<file path="src/design/pts_pkg.sv">
// ----------------------------------------------------------------------------
// pts_pkg: shared types and constants of the periodic task scheduler
// Task memory entry layout, action and register codes, slot evaluation word
// and the result word.
// ----------------------------------------------------------------------------
package pts_pkg;

   // Per-task state held in the task memory
   typedef struct packed {
      logic [15:0] ticks_left;
      logic [31:0] release_time;
      logic [31:0] due_time;
      logic [31:0] instance_count;
      logic [31:0] miss_count;
   } task_entry_type;

   typedef enum logic [1:0] {
      ACT_TICK    = 2'd0,
      ACT_RESTART = 2'd1,
      ACT_READ    = 2'd2,
      ACT_NOP     = 2'd3
   } action_type;

   // Configuration register indexes
   localparam logic [2:0] CSR_POLICY   = 3'd0;
   localparam logic [2:0] CSR_COUNT    = 3'd1;
   localparam logic [2:0] CSR_TASKS_01 = 3'd2;
   localparam logic [2:0] CSR_TASKS_67 = 3'd5;

   localparam int TASK_WORDS = 4;

   localparam logic [31:0] SIGN_FLIP = 32'h8000_0000;
   localparam logic [31:0] COUNT_MAX = 32'hFFFF_FFFF;

   // Outcome of the release step for one slot
   typedef struct packed {
      task_entry_type entry;
      logic           released;
      logic           eligible;
      logic [31:0]    key;
      logic           miss_idle;
      logic           miss_run;
   } slot_eval_type;

   // One result word
   typedef struct packed {
      logic [31:0] time_now;
      logic        idle;
      logic [2:0]  running_task;
      logic [15:0] remaining_after;
      logic [31:0] running_deadline;
      logic [7:0]  release_mask;
      logic [7:0]  miss_mask;
      logic [31:0] instance_total;
      logic [31:0] miss_total;
   } result_type;

endpackage

</file>
<file path="src/design/periodic_task_scheduler_rm_edf_unit.sv">
// Tick word: two passes over the N task slots in use, one slot per cycle
// through the task memory's read port. Counter read: one memory read.
// Restart and no-op words: no pass over the task memory.
// One word is in work at a time; a new word is taken while a result waits.
// Reset is synchronous: control registers clear and the task memory's valid bits
// clear at once, so every task entry reads as zero; no clearing pass.
// ----------------------------------------------------------------------------
// periodic_task_scheduler_rm_edf_unit: RM / EDF periodic task scheduler
// Per-task state in one memory; a release pass picks the task to run, a
// commit pass charges its tick and counts deadline misses.
// ----------------------------------------------------------------------------
module periodic_task_scheduler_rm_edf_unit import pts_pkg::*; #(
   parameter int TASK_SLOTS = 8
) (
   input  logic        clock,
   input  logic        reset,
   input  logic        req_valid,
   output logic        req_stall,
   input  logic [1:0]  req_action,
   input  logic [2:0]  req_task_index,
   output logic        rsp_valid,
   input  logic        rsp_stall,
   output logic [31:0] rsp_time_now,
   output logic        rsp_idle,
   output logic [2:0]  rsp_running_task,
   output logic [15:0] rsp_remaining_after,
   output logic [31:0] rsp_running_deadline,
   output logic [7:0]  rsp_release_mask,
   output logic [7:0]  rsp_miss_mask,
   output logic [31:0] rsp_instance_total,
   output logic [31:0] rsp_miss_total,
   input  logic        csr_write,
   input  logic [2:0]  csr_index,
   input  logic [63:0] csr_data
);

   localparam int IDX_W = (TASK_SLOTS > 1) ? $clog2(TASK_SLOTS) : 1;
   localparam int CNT_W = $clog2(TASK_SLOTS + 1);

   typedef enum logic [4:0] {
      S_IDLE      = 5'b00001,
      S_READ_DATA = 5'b00010,
      S_SCAN      = 5'b00100,
      S_COMMIT    = 5'b01000,
      S_FINISH    = 5'b10000
   } state_type;

   state_type state_ff, state_in;

   logic                         cfg_policy_ff, cfg_policy_in;
   logic [3:0]                   cfg_count_ff, cfg_count_in;
   logic [TASK_WORDS-1:0][63:0]  cfg_task_ff, cfg_task_in;
   logic [31:0]                  tick_ff, tick_in;
   logic                         qidx_ok_ff, qidx_ok_in;
   logic [CNT_W-1:0]             issue_cnt_ff, issue_cnt_in;
   logic                         proc_valid_ff, proc_valid_in;
   logic [IDX_W-1:0]             proc_idx_ff, proc_idx_in;
   logic                         found_ff, found_in;
   logic [IDX_W-1:0]             best_idx_ff, best_idx_in;
   logic [31:0]                  best_key_ff, best_key_in;
   logic [15:0]                  best_tl_ff, best_tl_in;
   logic [31:0]                  best_due_ff, best_due_in;
   logic [7:0]                   rel_mask_ff, rel_mask_in;
   logic [7:0]                   miss_mask_ff, miss_mask_in;
   logic [7:0]                   miss_idle_ff, miss_idle_in;
   logic [7:0]                   miss_run_ff, miss_run_in;
   result_type                   res_ff, res_in;
   result_type                   rsp_ff, rsp_in;
   logic                         rsp_valid_ff, rsp_valid_in;

   logic                         ram_clear;
   logic                         ram_wr_en;
   logic [IDX_W-1:0]             ram_wr_addr;
   task_entry_type               ram_wr_data;
   logic                         ram_rd_en;
   logic [IDX_W-1:0]             ram_rd_addr;
   task_entry_type               ram_rd_data;

   logic [CNT_W-1:0]             n_slots;
   logic [2:0]                   proc_idx3;
   logic [63:0]                  proc_word;
   logic [31:0]                  proc_half;
   logic [7:0]                   proc_bit;
   slot_eval_type                eval;
   task_entry_type               commit_entry;
   logic                         is_best;
   logic                         missed;

   pts_task_ram #(
      .DEPTH  (TASK_SLOTS),
      .ADDR_W (IDX_W)
   ) u_task_ram (
      .clock   (clock),
      .reset   (reset),
      .clear   (ram_clear),
      .wr_en   (ram_wr_en),
      .wr_addr (ram_wr_addr),
      .wr_data (ram_wr_data),
      .rd_en   (ram_rd_en),
      .rd_addr (ram_rd_addr),
      .rd_data (ram_rd_data)
   );

   assign n_slots   = (cfg_count_ff > 4'(TASK_SLOTS)) ? CNT_W'(TASK_SLOTS)
                                                       : CNT_W'(cfg_count_ff);
   assign proc_idx3 = 3'(proc_idx_ff);
   assign proc_word = cfg_task_ff[proc_idx3[2:1]];
   assign proc_half = proc_idx3[0] ? proc_word[63:32] : proc_word[31:0];
   assign proc_bit  = 8'b0000_0001 << proc_idx3;

   pts_slot_eval u_slot_eval (
      .entry    (ram_rd_data),
      .period   (proc_half[15:0]),
      .wcet     (proc_half[31:16]),
      .tick     (tick_ff),
      .edf_mode (cfg_policy_ff),
      .result   (eval)
   );

   always_comb begin
      state_in      = state_ff;
      cfg_policy_in = cfg_policy_ff;
      cfg_count_in  = cfg_count_ff;
      cfg_task_in   = cfg_task_ff;
      tick_in       = tick_ff;
      qidx_ok_in    = qidx_ok_ff;
      issue_cnt_in  = issue_cnt_ff;
      proc_valid_in = 1'b0;
      proc_idx_in   = proc_idx_ff;
      found_in      = found_ff;
      best_idx_in   = best_idx_ff;
      best_key_in   = best_key_ff;
      best_tl_in    = best_tl_ff;
      best_due_in   = best_due_ff;
      rel_mask_in   = rel_mask_ff;
      miss_mask_in  = miss_mask_ff;
      miss_idle_in  = miss_idle_ff;
      miss_run_in   = miss_run_ff;
      res_in        = res_ff;
      rsp_in        = rsp_ff;
      rsp_valid_in  = rsp_valid_ff && rsp_stall;

      req_stall    = 1'b1;
      ram_clear    = 1'b0;
      ram_wr_en    = 1'b0;
      ram_wr_addr  = proc_idx_ff;
      ram_wr_data  = eval.entry;
      ram_rd_en    = 1'b0;
      ram_rd_addr  = issue_cnt_ff[IDX_W-1:0];
      commit_entry = ram_rd_data;
      is_best      = found_ff && proc_idx_ff == best_idx_ff;
      missed       = is_best ? miss_run_ff[proc_idx3] : miss_idle_ff[proc_idx3];

      if (csr_write) begin
         case (csr_index)
            CSR_POLICY: begin
               cfg_policy_in = csr_data[0];
            end
            CSR_COUNT: begin
               cfg_count_in = csr_data[3:0];
            end
            default: begin
               if (csr_index inside {[CSR_TASKS_01:CSR_TASKS_67]}) begin
                  cfg_task_in[2'(csr_index - CSR_TASKS_01)] = csr_data;
               end
            end
         endcase
      end

      case (state_ff)
         S_IDLE: begin
            req_stall = 1'b0;
            if (req_valid) begin
               res_in          = '0;
               res_in.idle     = 1'b1;
               res_in.time_now = tick_ff;
               case (action_type'(req_action))
                  ACT_TICK: begin
                     issue_cnt_in = '0;
                     found_in     = 1'b0;
                     rel_mask_in  = '0;
                     miss_mask_in = '0;
                     miss_idle_in = '0;
                     miss_run_in  = '0;
                     state_in     = S_SCAN;
                  end
                  ACT_RESTART: begin
                     ram_clear       = 1'b1;
                     tick_in         = '0;
                     res_in.time_now = '0;
                     state_in        = S_FINISH;
                  end
                  ACT_READ: begin
                     qidx_ok_in  = 4'(req_task_index) < 4'(TASK_SLOTS);
                     ram_rd_en   = qidx_ok_in;
                     ram_rd_addr = req_task_index[IDX_W-1:0];
                     state_in    = S_READ_DATA;
                  end
                  default: begin
                     state_in = S_FINISH;
                  end
               endcase
            end
         end

         S_READ_DATA: begin
            if (qidx_ok_ff) begin
               res_in.instance_total = ram_rd_data.instance_count;
               res_in.miss_total     = ram_rd_data.miss_count;
            end
            state_in = S_FINISH;
         end

         S_SCAN: begin
            ram_rd_en = issue_cnt_ff < n_slots;
            if (ram_rd_en) begin
               issue_cnt_in  = issue_cnt_ff + CNT_W'(1);
               proc_valid_in = 1'b1;
               proc_idx_in   = ram_rd_addr;
            end else begin
               issue_cnt_in = '0;
               state_in     = S_COMMIT;
            end
            if (proc_valid_ff) begin
               ram_wr_en = 1'b1;
               if (eval.released) begin
                  rel_mask_in = rel_mask_ff | proc_bit;
               end
               if (eval.miss_idle) begin
                  miss_idle_in = miss_idle_ff | proc_bit;
               end
               if (eval.miss_run) begin
                  miss_run_in = miss_run_ff | proc_bit;
               end
               // strict compare: ties stay with the lower index
               if (eval.eligible && (!found_ff || eval.key < best_key_ff)) begin
                  found_in    = 1'b1;
                  best_idx_in = proc_idx_ff;
                  best_key_in = eval.key;
                  best_tl_in  = eval.entry.ticks_left - 16'd1;
                  best_due_in = eval.entry.due_time;
               end
            end
         end

         S_COMMIT: begin
            ram_rd_en = issue_cnt_ff < n_slots;
            if (ram_rd_en) begin
               issue_cnt_in  = issue_cnt_ff + CNT_W'(1);
               proc_valid_in = 1'b1;
               proc_idx_in   = ram_rd_addr;
            end
            if (proc_valid_ff) begin
               if (is_best) begin
                  commit_entry.ticks_left = ram_rd_data.ticks_left - 16'd1;
               end
               if (missed) begin
                  miss_mask_in = miss_mask_ff | proc_bit;
                  if (ram_rd_data.miss_count != COUNT_MAX) begin
                     commit_entry.miss_count = ram_rd_data.miss_count + 32'd1;
                  end
               end
               ram_wr_en   = 1'b1;
               ram_wr_data = commit_entry;
            end
            if (!ram_rd_en) begin
               res_in.time_now     = tick_ff;
               res_in.idle         = !found_ff;
               res_in.running_task = found_ff ? 3'(best_idx_ff) : 3'd0;
               res_in.remaining_after  = found_ff ? best_tl_ff : 16'd0;
               res_in.running_deadline = found_ff ? best_due_ff : 32'd0;
               res_in.release_mask = rel_mask_ff;
               res_in.miss_mask    = miss_mask_in;
               tick_in             = tick_ff + 32'd1;
               state_in            = S_FINISH;
            end
         end

         S_FINISH: begin
            // hold the result until the output register is free
            if (!rsp_valid_ff || !rsp_stall) begin
               rsp_in       = res_ff;
               rsp_valid_in = 1'b1;
               state_in     = S_IDLE;
            end
         end

         default: begin
            state_in = S_IDLE;
         end
      endcase
   end

   always_ff @(posedge clock) begin
      if (reset) begin
         state_ff      <= S_IDLE;
         cfg_policy_ff <= 1'b0;
         cfg_count_ff  <= 4'd1;
         cfg_task_ff   <= '0;
         tick_ff       <= '0;
         issue_cnt_ff  <= '0;
         proc_valid_ff <= 1'b0;
         found_ff      <= 1'b0;
         rsp_valid_ff  <= 1'b0;
      end else begin
         state_ff      <= state_in;
         cfg_policy_ff <= cfg_policy_in;
         cfg_count_ff  <= cfg_count_in;
         cfg_task_ff   <= cfg_task_in;
         tick_ff       <= tick_in;
         issue_cnt_ff  <= issue_cnt_in;
         proc_valid_ff <= proc_valid_in;
         found_ff      <= found_in;
         rsp_valid_ff  <= rsp_valid_in;
      end
   end

   always_ff @(posedge clock) begin
      qidx_ok_ff   <= qidx_ok_in;
      proc_idx_ff  <= proc_idx_in;
      best_idx_ff  <= best_idx_in;
      best_key_ff  <= best_key_in;
      best_tl_ff   <= best_tl_in;
      best_due_ff  <= best_due_in;
      rel_mask_ff  <= rel_mask_in;
      miss_mask_ff <= miss_mask_in;
      miss_idle_ff <= miss_idle_in;
      miss_run_ff  <= miss_run_in;
      res_ff       <= res_in;
      rsp_ff       <= rsp_in;
   end

   assign rsp_valid            = rsp_valid_ff;
   assign rsp_time_now         = rsp_ff.time_now;
   assign rsp_idle             = rsp_ff.idle;
   assign rsp_running_task     = rsp_ff.running_task;
   assign rsp_remaining_after  = rsp_ff.remaining_after;
   assign rsp_running_deadline = rsp_ff.running_deadline;
   assign rsp_release_mask     = rsp_ff.release_mask;
   assign rsp_miss_mask        = rsp_ff.miss_mask;
   assign rsp_instance_total   = rsp_ff.instance_total;
   assign rsp_miss_total       = rsp_ff.miss_total;

`ifndef SYNTH
   // A pass never reads the entry it is writing back in the same cycle
   a_no_rw_overlap: assert property (@(posedge clock) disable iff (reset)
      (ram_wr_en && ram_rd_en) |-> (ram_wr_addr != ram_rd_addr))
      else $error("task memory read and write hit the same entry");

   // A finished result waits while the output register is still stalled
   a_finish_holds: assert property (@(posedge clock) disable iff (reset)
      (state_ff == S_FINISH && rsp_valid_ff && rsp_stall) |=>
      (state_ff == S_FINISH))
      else $error("result moved into a stalled output register");

   // The end of the commit pass advances the tick by exactly one
   a_tick_advance: assert property (@(posedge clock) disable iff (reset)
      (state_ff == S_COMMIT && !ram_rd_en) |=>
      (tick_ff == $past(tick_ff) + 32'd1))
      else $error("tick counter did not advance after a tick word");
`endif

endmodule

</file>
<file path="src/design/pts_task_ram.sv">
// ----------------------------------------------------------------------------
// pts_task_ram: per-task state memory
// One write and one read port, registered read data, a valid bit per entry
// so that unwritten entries read as zero, and write-to-read forwarding.
// ----------------------------------------------------------------------------
module pts_task_ram import pts_pkg::*; #(
   parameter int DEPTH  = 8,
   parameter int ADDR_W = 3
) (
   input  logic                clock,
   input  logic                reset,
   input  logic                clear,
   input  logic                wr_en,
   input  logic [ADDR_W-1:0]   wr_addr,
   input  task_entry_type      wr_data,
   input  logic                rd_en,
   input  logic [ADDR_W-1:0]   rd_addr,
   output task_entry_type      rd_data
);

   task_entry_type mem [DEPTH];
   logic [DEPTH-1:0] valid_ff;
   logic [DEPTH-1:0] valid_in;
   task_entry_type   rd_data_ff;

   always_comb begin
      valid_in = valid_ff;
      if (clear) begin
         valid_in = '0;
      end else if (wr_en) begin
         valid_in[wr_addr] = 1'b1;
      end
   end

   always_ff @(posedge clock) begin
      if (reset) begin
         valid_ff <= '0;
      end else begin
         valid_ff <= valid_in;
      end
   end

   always_ff @(posedge clock) begin
      if (wr_en) begin
         mem[wr_addr] <= wr_data;
      end
   end

   always_ff @(posedge clock) begin
      if (rd_en) begin
         if (wr_en && wr_addr == rd_addr) begin
            rd_data_ff <= wr_data;
         end else if (valid_ff[rd_addr]) begin
            rd_data_ff <= mem[rd_addr];
         end else begin
            rd_data_ff <= '0;
         end
      end
   end

   assign rd_data = rd_data_ff;

endmodule

</file>
<file path="src/design/pts_slot_eval.sv">
// ----------------------------------------------------------------------------
// pts_slot_eval: release and priority evaluation of one task slot
// Applies a due release, forms the priority key for the active policy and
// flags a deadline miss for both outcomes of the run decision.
// ----------------------------------------------------------------------------
module pts_slot_eval import pts_pkg::*; (
   input  task_entry_type entry,
   input  logic [15:0]    period,
   input  logic [15:0]    wcet,
   input  logic [31:0]    tick,
   input  logic           edf_mode,
   output slot_eval_type  result
);

   logic        enabled;
   logic        released;
   logic [31:0] rel_next;
   logic        due_now;
   task_entry_type next_entry;

   always_comb begin
      enabled      = period != 16'd0;
      released     = enabled && entry.release_time == tick;
      rel_next     = tick + 32'(period);

      next_entry = entry;
      if (released) begin
         next_entry.ticks_left   = wcet;
         next_entry.due_time     = rel_next;
         next_entry.release_time = rel_next;
         if (entry.instance_count != COUNT_MAX) begin
            next_entry.instance_count = entry.instance_count + 32'd1;
         end
      end

      due_now = enabled && next_entry.due_time == tick + 32'd1;

      result.entry    = next_entry;
      result.released = released;
      result.eligible = enabled && next_entry.ticks_left != 16'd0;
      // EDF: signed distance to the deadline, biased so unsigned order works
      result.key      = edf_mode ? ((next_entry.due_time - tick) ^ SIGN_FLIP)
                                 : {16'h0000, period};
      result.miss_idle = due_now && next_entry.ticks_left != 16'd0;
      result.miss_run  = due_now && next_entry.ticks_left > 16'd1;
   end

endmodule

</file>
<file path="config.mk">
export PLATFORM = sky130hd
export DESIGN_NAME = periodic_task_scheduler_rm_edf_unit
export DESIGN_NICKNAME = d
export VERILOG_FILES = /design/src/design/pts_pkg.sv /design/src/design/periodic_task_scheduler_rm_edf_unit.sv /design/src/design/pts_task_ram.sv /design/src/design/pts_slot_eval.sv
export SDC_FILE = /design/constraint.sdc
export NUM_CORES = 2
export LEC_CHECK = 0
export ABC_AREA = 1
export ABC_CLOCK_PERIOD_IN_PS = 10250
export BUFFER_PORTS_ARGS = -buffer_cell sky130_fd_sc_hd__buf_2
export CORE_MARGIN = 4
export CORE_UTILIZATION = 49
export CTS_BUF_LIST = sky130_fd_sc_hd__clkbuf_2 sky130_fd_sc_hd__clkbuf_4 sky130_fd_sc_hd__clkbuf_8
export CTS_CLUSTER_DIAMETER = 120
export DETAILED_ROUTE_END_ITERATION = 12
export PLACE_DENSITY = 0.67
export SYNTH_ARGS = -nofsm -noshare
export SYNTH_HDL_FRONTEND = slang
export SYNTH_SLANG_ARGS = --single-unit
</file>
<file path="constraint.sdc">
create_clock -name clock -period 10.25 [get_ports clock]
set_input_delay 1.5375 -clock clock [delete_from_list [all_inputs] [get_ports clock]]
set_output_delay 1.5375 -clock clock [all_outputs]
set_load 0.02 [all_outputs]
</file>
==> out/qor.yml <==
synth_cell_types: 59
setup_viol: 0
grt_pass1_vias: 61300
chipWidth_um: 433
wl_um: 246000
wl_per_cell_um: 22.1
cp.required_ns: 10.89
clkTransAtPathRegs_ns: 0.06
grt_first_pass_wirelength_um: 371000
firstDrtPassIters: 8
synth_area_per_cell_um2: 10.7
drc: 0
drv_cap: 0
start_util_pct: 49.5
place_hpwl_um: 144000
ys_top_cells_by_count: "edfxtp_1 (1742), nor2_1 (1352), nand2_1 (1335)"
path_common_cell: "nand2_1"
syn_area_um2: 88700
cts_hold_buf: 0
p_switching_w: 0.00568
seq_area_frac_synth_pct: 66.0
final_area_um2: 98800
ir_worst_vdd_v: 0.000157
synthArstFlopShare_pct: 0
via_per_inst: 5.77
synthCells: 8275
crit_path_top_delay_cell: "inv_2"
finalPower_w: 0.0203
rsz0062_at_grt: "false"
cp-start-kind: "register"
synth_ff_type: "edfxtp_1"
ys_top_cells_by_area: "edfxtp_1 (59%), dfxtp_1 (7.1%), nor2_1 (5.7%)"
gp_congestion: 0.996
end_kind: "register"
sw_frac_of_total_pct: 27.9
timing.final.crit_share_pct: 87.0
num_rows: 155
utilization_pct: 55.1
antenna_found_initial: 10
die_h_um: 433
hp-class: "reg2reg"
cellInternalPower_w: 0.0146
synth_seq_cells: 2055
critPathKind: "reg2reg"
io_pins: 243
synth_edf_count: 1742
area_growth_pct: 11.4
htreeDepth: 5
postCtsSetupBuffers: 0
numCtsBuffers: 350
clk-insertion-delay-late_ns: 1.05
yosysWarnings: 0
relSlewSlack_pct: 6.65
core_um2: 179000
leakage_nw: 36.2
die_area_um2: 188000
finalHoldViolations: 0
vias: 64100
clockBufferDepth: 4
grt_overflow_total: 0
grt_use_total_pct: 25.6
synth_top_area_cell: "edfxtp_1"
grt_max_degree: 197
cts_tree: "built"
yosysMostFrequentCell: "edfxtp_1"
post-route-min-period_ns: 8.92
root_buffer: "clkbuf_8"
whs_ns: 0.413
drive_gt1_share_pct: 12.8
status: "finished, final reports clean"
synth.net_count: 8443
arrival_ns: 9.55
slew_viol_final: 0
placed_area_um2: 91900
fin_tns_setup_ns: 0
dr.first_iter.drc_count: 6996
portBuffers: 242
drt.antenna.violating_nets: 0
power-per-cell-area_nw_per_um2: 206
tightest_slew_ns: 1.40
synth_top_area_share_pct: 59.0
nNetsFinal: 8659
critPathMaxFanout: 56
cts_resized: 0
p_seq_share_pct: 50.1
clock_skew_ns: 0.0781
combPwrFrac_pct: 14.3
p_clk_share_pct: 35.6
fmax_mhz: 112
cts_sinks: 2055
critPathMaxStageDelay_ns: 0.62
## path summary, 6_finish.rpt
path / start / to / slack (ns) / cells after the start
worst min register to register: res_ff[17]$_SDFFCE_PN0P_ / rsp_miss_total[17]$_DFFE_PP_ / 0.41 / 0
worst max register to register: proc_idx3[1]$_DFFE_PP_ / best_due_ff[31]$_DFFE_PP_ / 1.33 / 43
worst max-delay path: proc_idx3[1]$_DFFE_PP_ / best_due_ff[31]$_DFFE_PP_ / 1.33 / 43
worst min-delay path: res_ff[17]$_SDFFCE_PN0P_ / rsp_miss_total[17]$_DFFE_PP_ / 0.41 / 0
## cells in the final DEF, fill, tap and decap left out, drive strengths merged, types with 41 or more instances in the layout
master  count
inv       597
xor2      136
o21ai     691
dfxtp     313
ha         89
nor2     1360
a21oi     276
clkinv    104
nand3     354
a22oi      41
buf       328
or2       154
nand4      78
nor3       57
edfxtp   1742
o211ai    146
o221ai     69
clkbuf    506
o311ai    146
nand2    1341
## layout make-up
type | instances | area, µm²
diodes | 8 | 20.0
flip-flops and latches | 2055 | 58600
repair buffers | 328 | 1960
fillers | 15300 | 80400
inverters | 605 | 2310
well taps | 2355 | 2950
multi-input cells | 5151 | 26100
clock buffers | 506 | 6170
clock inverters | 106 | 663
## kinds of logic (layout without fill, tap and decap cells)
family	Yosys count	in the layout	synth area share [%]
xor+xnor	147	147	1.45
buf+inv	1069	1545	4.70
compound gates	1530	1530	10.7
fa+ha+maj	91	91	1.30
other cells	0	8	0
simple gates	3383	3383	15.8
flops	2055	2055	66.0
## through the flow
step | worst slack, ns | instances
after CTS | 1.39 | 11100
after global routing | 0.598 | 11100
after global placement | 1.43 | 10500
after floorplan | 0.267 | 8275
final | 1.33 | 11100
after detailed placement | 1.47 | 10500
## power groups by stage
stage / Clock [W] / Combinational (W) / Sequential, W
final: 0.00724 / 0.00290 / 0.0102
after global placement: 0 / 0.00281 / 0.0103
after floorplan: 0 / 0.00185 / 0.0103
after detailed placement: 0 / 0.00286 / 0.0103
after CTS: 0.00737 / 0.00287 / 0.0102
after global routing: 0.00777 / 0.00318 / 0.0102
## flip-flops by register name (all words and copies together), names as in the netlist, 16 cells and up
name / flops
rsp_miss_total: 32
rsp_remaining_after: 16
res_ff: 164
rsp_running_deadline: 32
u_task_ram.mem: 1152
tick_ff: 32
rsp_instance_total: 32
best_due_ff: 32
rsp_time_now: 32
best_tl_ff: 16
cfg_task_ff: 256
u_task_ram.rd_data: 144
best_key_ff: 32
## routing by layer
metal,wire length (µm),global-route usage [%],up-vias
met5,0,0,-
li1,-,-,29500
met2,110000,39.5,2924
met3,21400,4.69,517
met1,106000,36.5,31200
met4,8200,9.24,0
## critical path, delay by kind of cell, from the launching register on
| kind | cells | cell delay [ns] |
|---|---|---|
| flip-flops | 1 | 0.42 |
| AO/OA/AOI/OAI | 9 | 1.86 |
| buffers and inverters | 6 | 2.09 |
| AND/OR/NAND/NOR | 26 | 3.46 |
| adder cells (fa/ha/maj) | 2 | 0.66 |
Power figures use the tool's default switching activity.
